`src/design/stj_pkg.sv`:
```
// ----------------------------------------------------------------------------
// stj_pkg
// Shared types, constants and the siphash round for the short txid unit.
// ----------------------------------------------------------------------------
package stj_pkg;

    localparam int WORD_W    = 64;
    localparam int MSG_WORDS = 4;
    localparam int MSG_W     = WORD_W * MSG_WORDS;
    localparam int OUT_W     = 48;
    localparam int ROUNDS    = 14;
    localparam int ABS_RNDS  = 10;
    localparam int IDX_W     = 8;

    localparam logic [WORD_W-1:0] SIP_INIT0     = 64'h736f6d6570736575;
    localparam logic [WORD_W-1:0] SIP_INIT1     = 64'h646f72616e646f6d;
    localparam logic [WORD_W-1:0] SIP_INIT2     = 64'h6c7967656e657261;
    localparam logic [WORD_W-1:0] SIP_INIT3     = 64'h7465646279746573;
    localparam logic [WORD_W-1:0] SIP_FINAL_XOR = 64'h00000000000000ff;
    localparam logic [WORD_W-1:0] SIP_LEN_BLOCK = 64'h2000000000000000;

    localparam logic [IDX_W-1:0] CFG_KEY_LOW  = 8'd0;
    localparam logic [IDX_W-1:0] CFG_KEY_HIGH = 8'd1;

    typedef struct packed {
        logic [WORD_W-1:0] a;
        logic [WORD_W-1:0] b;
        logic [WORD_W-1:0] c;
        logic [WORD_W-1:0] d;
    } lanes_t;

    // xor masks applied around one round
    typedef struct packed {
        logic [WORD_W-1:0] pre_c;
        logic [WORD_W-1:0] pre_d;
        logic [WORD_W-1:0] post_a;
    } round_mix_t;

    function automatic logic [WORD_W-1:0] rotl(input logic [WORD_W-1:0] x,
                                               input int unsigned n);
        logic [2*WORD_W-1:0] w;
        w = {x, x} << n;
        return w[2*WORD_W-1:WORD_W];
    endfunction

    function automatic lanes_t sip_round(input lanes_t s);
        lanes_t r;
        r = s;
        r.a = r.a + r.b; r.b = rotl(r.b, 13); r.b = r.b ^ r.a; r.a = rotl(r.a, 32);
        r.c = r.c + r.d; r.d = rotl(r.d, 16); r.d = r.d ^ r.c;
        r.a = r.a + r.d; r.d = rotl(r.d, 21); r.d = r.d ^ r.a;
        r.c = r.c + r.b; r.b = rotl(r.b, 17); r.b = r.b ^ r.c; r.c = rotl(r.c, 32);
        return r;
    endfunction

endpackage

```
`src/design/stj_round_stage.sv`:
```
// ----------------------------------------------------------------------------
// stj_round_stage
// One pipeline stage: xors in its masks (a message word, the final constant
// or none), runs one siphash round and registers lanes and message words.
// ----------------------------------------------------------------------------
module stj_round_stage
    import stj_pkg::*;
(
    input  logic             aclk,
    input  logic             aresetn,
    input  logic             in_valid,
    output logic             in_ready,
    input  lanes_t           in_lanes,
    input  logic [MSG_W-1:0] in_msg,
    input  round_mix_t       mix,
    output logic             out_valid,
    input  logic             out_ready,
    output lanes_t           out_lanes,
    output logic [MSG_W-1:0] out_msg
);

    logic             valid_reg;
    lanes_t           lanes_reg;
    lanes_t           lanes_next;
    logic [MSG_W-1:0] msg_reg;
    lanes_t           pre;

    assign in_ready = !valid_reg || out_ready;

    always_comb begin
        pre        = in_lanes;
        pre.c      = in_lanes.c ^ mix.pre_c;
        pre.d      = in_lanes.d ^ mix.pre_d;
        lanes_next = sip_round(pre);
        lanes_next.a = lanes_next.a ^ mix.post_a;
    end

    always_ff @(posedge aclk) begin
        if (!aresetn) begin
            valid_reg <= 1'b0;
        end else if (in_ready) begin
            valid_reg <= in_valid;
        end
    end

    always_ff @(posedge aclk) begin
        if (in_ready && in_valid) begin
            lanes_reg <= lanes_next;
            msg_reg   <= in_msg;
        end
    end

    assign out_valid = valid_reg;
    assign out_lanes = lanes_reg;
    assign out_msg   = msg_reg;

endmodule

```
`config.mk`:
```
export PLATFORM = sky130hd
export DESIGN_NAME = stj_round_stage
export DESIGN_NICKNAME = d
export VERILOG_FILES = /design/src/design/stj_pkg.sv /design/src/design/stj_round_stage.sv
export SDC_FILE = /design/constraint.sdc
export NUM_CORES = 1
export LEC_CHECK = 0
export BUFFER_PORTS_ARGS = -buffer_cell sky130_fd_sc_hd__buf_2
export CORE_AREA = 3 3 469 471
export CTS_CLUSTER_SIZE = 30
export DETAILED_ROUTE_END_ITERATION = 6
export DIE_AREA = 0 0 472 474
export PLACE_DENSITY = 0.42
export SYNTH_ARGS = -nofsm -noshare
export SYNTH_HDL_FRONTEND = slang
export SYNTH_SLANG_ARGS = --single-unit
```
`constraint.sdc`:
```
create_clock -name aclk -period 13.2 [get_ports aclk]
set_clock_uncertainty 0.1 [all_clocks]
set_input_delay 1.32 -clock aclk [delete_from_list [all_inputs] [get_ports aclk]]
set_output_delay 1.32 -clock aclk [all_outputs]
set_load 0.05 [all_outputs]
```
# After elaboration in Yosys (flattened, before gate mapping)
# Cells that the tools add are included.
[classes] add_sub_neg=4 bitwise_logic=7 n_reduce_logical=3
[ops] operator="64-bit XOR" count=7
[ops] operator="64-bit adder" count=4
[ops] operator="1-bit logical AND" count=1
[ops] operator="1-bit logical NOT" count=1
[ops] operator="1-bit logical OR" count=1
[totals] register_bits=513 out_inout_bits=514 word_cells=20

# Longest topological paths before layout
[logic_depth] depth_word=5 mapped_depth=25

# Worst setup path before layout
# Ideal clock, no wire load.
[synth_path] kind="input to register" start="input out_ready" end="register lanes_reg, in the netlist out_lanes[0] (enable)" setup_ns=0.941 arrival_time_ns=13.368 required_ns=12.159 setup_slack_ns=-1.209 path_stages=2 path_cell_list="nand2b_1 and2_1"
[synth_via] elab_chain_cells=2
[synth_lines] element="start: declaration" line_no="stj_round_stage.sv:17" source="input logic out_ready,"
[synth_lines] element="1-bit logical OR" line_no="stj_round_stage.sv:28" source="assign in_ready = !valid_reg || out_ready;"
[synth_lines] element="1-bit logical AND" line_no="stj_round_stage.sv:47" source="if (in_ready && in_valid) begin"
[synth_lines] element="end signal: assignment" line_no="stj_round_stage.sv:48" source="lanes_reg <= lanes_next;"
[synth_lines] element="end: declaration" line_no="stj_round_stage.sv:23" source="lanes_t lanes_reg;"
# Every way passes these cells.
# A chain may end at the register's enable or synchronous reset.

==> reports/metrics.csv <==
metric,value,unit
rows,171,
start_kind,input pin,
min_period,9537,ps
slew_headroom,8.812,%
fin_cells,7454,
netlist_area,0.03497,mm²
synth_seq_area_share,44.03,%
ys_ff_latch,513,
syn_to_final_growth,35.34,%
cts.repair.resized,0,
clockRootBuffer,clkbuf_16,
grt_pass1_wl,337600,µm
first_iter_violations,2627,
ant_nets,0,
clk_latency,710,ps
reg2reg_from,out_valid,
grt_pass1_vias,32120,
ios,1222,
fmax,0.1049,GHz
grt-ovfl-total,0,
synth_area_leaders,"edfxtp_1, xor2_1, ha_1, xnor2_1, a21oi_1",
drcViolationCount,0,
grt_max_degree,167,
coreArea,0.2165,mm²
worst_pin_slew,1363,ps
die_width,472,µm
layout-drive-gt1-share,31.16,%
ys.flop_type,edfxtp_1,
ctsHoldBuffers,0,
setup_violations,0,
r2r_cells,4,
nNetsFinal,5441,
crit_required,13540,ps
peakVddDrop,0.2086,mV
dp.final_hpwl,241000,µm
gp_congestion,0.9364,
holdPathEnd,out_msg[136],
numCtsBuffers,73,
hold_class,in2reg,
routedWlPerCell,36.33,µm
p_leak,20.00,nW
rsz0062_at_grt,no,
htreeDepth,3,
dr.pass1.iters,6,
die_h,474,µm
reg2reg_slack,9370,ps
powerDensity,305.8,mW/mm²
clkTransAtPathRegs,60,ps
postSynthAreaPerCell,10.81,µm²
worstSetupPathType,in2reg,
dieArea,0.2237,mm²
holdPathStages,1,
arrival,9880,ps
portBuffers,1221,
cts_max_path_buffers,3,
min_from,in_msg[136],
start_util,16.15,%
syn-num-nets,4196,
worst_setup_path_end_kind,register,
post-place-cells,7258,
tns,0,ps
synth_commonest_cells,"edfxtp_1, xor2_1, a21oi_1",
maxCapViolCount,0,
period_share,72.25,%
yosys_warnings,0,
reg2reg_to,out_lanes[134],
grt_usage,23.18,%
antenna_found_initial,127,
hold_violations,0,
synth_edf_count,512,
wl,270800,µm
netlist-cell-type-count,89,
netlist_instances,3234,
async_flop_share,0,%
cts_sinks,513,
cts_tree,built,
synth_top_area_share,43.97,%
via_per_inst,4.402,
cp_max_fo,12,
status,finished clean,
post_cts_buffers,0,
slew_violations,0,
num_vias,32810,
synth.most_common_cell,edfxtp_1,
synth_top_area_cell,edfxtp_1,
==> cells in the final DEF (no fill, tap or decap), types with 35 or more instances in the layout <==
cell | netlist | routed
nand3_1 | 73 | 73
a21oi_1 | 294 | 294
a21o_1 | 126 | 126
o21bai_1 | 52 | 52
ha_1 | 250 | 250
diode_2 | 0 | 68
edfxtp_1 | 512 | 512
inv_1 | 106 | 106
nor2_1 | 145 | 145
a31oi_1 | 35 | 35
xnor2_1 | 217 | 212
o21ai_0 | 144 | 144
xor2_1 | 457 | 455
nand2_1 | 206 | 206
buf_2 | 14 | 1221
nand4_1 | 58 | 58
clkbuf_16 | 0 | 74
==> worst max-delay path: stages <==
cell and delay (ps):
buf_2 100, xor2_1 760, ha_1 380, a211oi_1 310, o211ai_1 220, a211oi_2 530
o21ai_1 220, a211oi_2 540, o31ai_1 260, a21oi_1 260, o21ai_1 100, xor2_1 810
xor2_1 380, ha_1 690, nand4_1 270, nor3_1 300, nor2b_1 210, and3_1 270
nand2_1 90, a211oi_1 550, o21bai_1 250, nand2_1 150, xor2_1 530, xor3_1 310
==> worst max path at each step <==
| stage | start | endpoint | slack (ps) | cells after the start |
|---|---|---|---|---|
| CTS | mix[129] | out_lanes[59] | 3630 | 24 |
| floorplan | out_ready | out_lanes[0] | 4500 | 2 |
| global route | mix[129] | out_lanes[59] | 3260 | 24 |
| detailed placement | mix[129] | out_lanes[59] | 2860 | 24 |
| finish | mix[129] | out_lanes[59] | 3660 | 24 |
| global placement | mix[129] | out_lanes[59] | 2880 | 24 |
==> layout make-up <==
class	instances	area (µm²)
Clock inverter	45	598.1
Sequential cell	513	15390
Multi-Input combinational cell	2527	18880
Inverter	106	397.9
Fill cell	23920	169200
Clock buffer	83	1886
Antenna cell	68	170.2
Tap cell	2854	3571
Timing Repair Buffer	1258	6430
==> power by group <==
part,switching (W),internal [W]
Combinational,0.00695,0.00249
Sequential,0.000191,0.00275
Clock,0.000883,0.00122
Total,0.00802,0.00645
==> metrics by stage <==
step / setup slack (ps) / power, W / hold WS [ps] / utilization [%] / instance area [µm²]
floorplan: 4496 / 0.008563 / 1046 / - / 34970
global placement: 2883 / 0.01250 / 910.9 / 20.62 / 44650
detailed placement: 2859 / 0.01244 / 903.8 / 20.63 / 44670
CTS: 3630 / 0.01466 / 591.8 / 21.78 / 47150
global route: 3260 / 0.01512 / 626.2 / 21.82 / 47250
finish: 3663 / 0.01447 / 669.8 / 21.86 / 47320
==> cell families after synthesis <==
kind of cell	synth area share, %
adder cells (fa/ha/maj)	9.203
buffers and inverters	2.147
multiplexers	0.1145
AND/OR/NAND/NOR	9.064
XOR/XNOR	18.73
AO/OA/AOI/OAI	16.72
flip-flops	44.03
==> state kept, by name (all words and copies together) (netlist names) <==
signal     flops
out_valid      1
out_lanes    256
out_msg      256
==> routing by layer <==
| layer | vias up | GRT usage [%] | part of all wire, % |
|---|---|---|---|
| met5 | - | 0 | 0.17 |
| met4 | 64 | 12.31 | 5.7 |
| met3 | 365 | 5.455 | 6.8 |
| met2 | 1583 | 40.90 | 50 |
| met1 | 16240 | 25.78 | 37 |
| li1 | 14560 | - | - |
(Power assumes the default switching activity.)
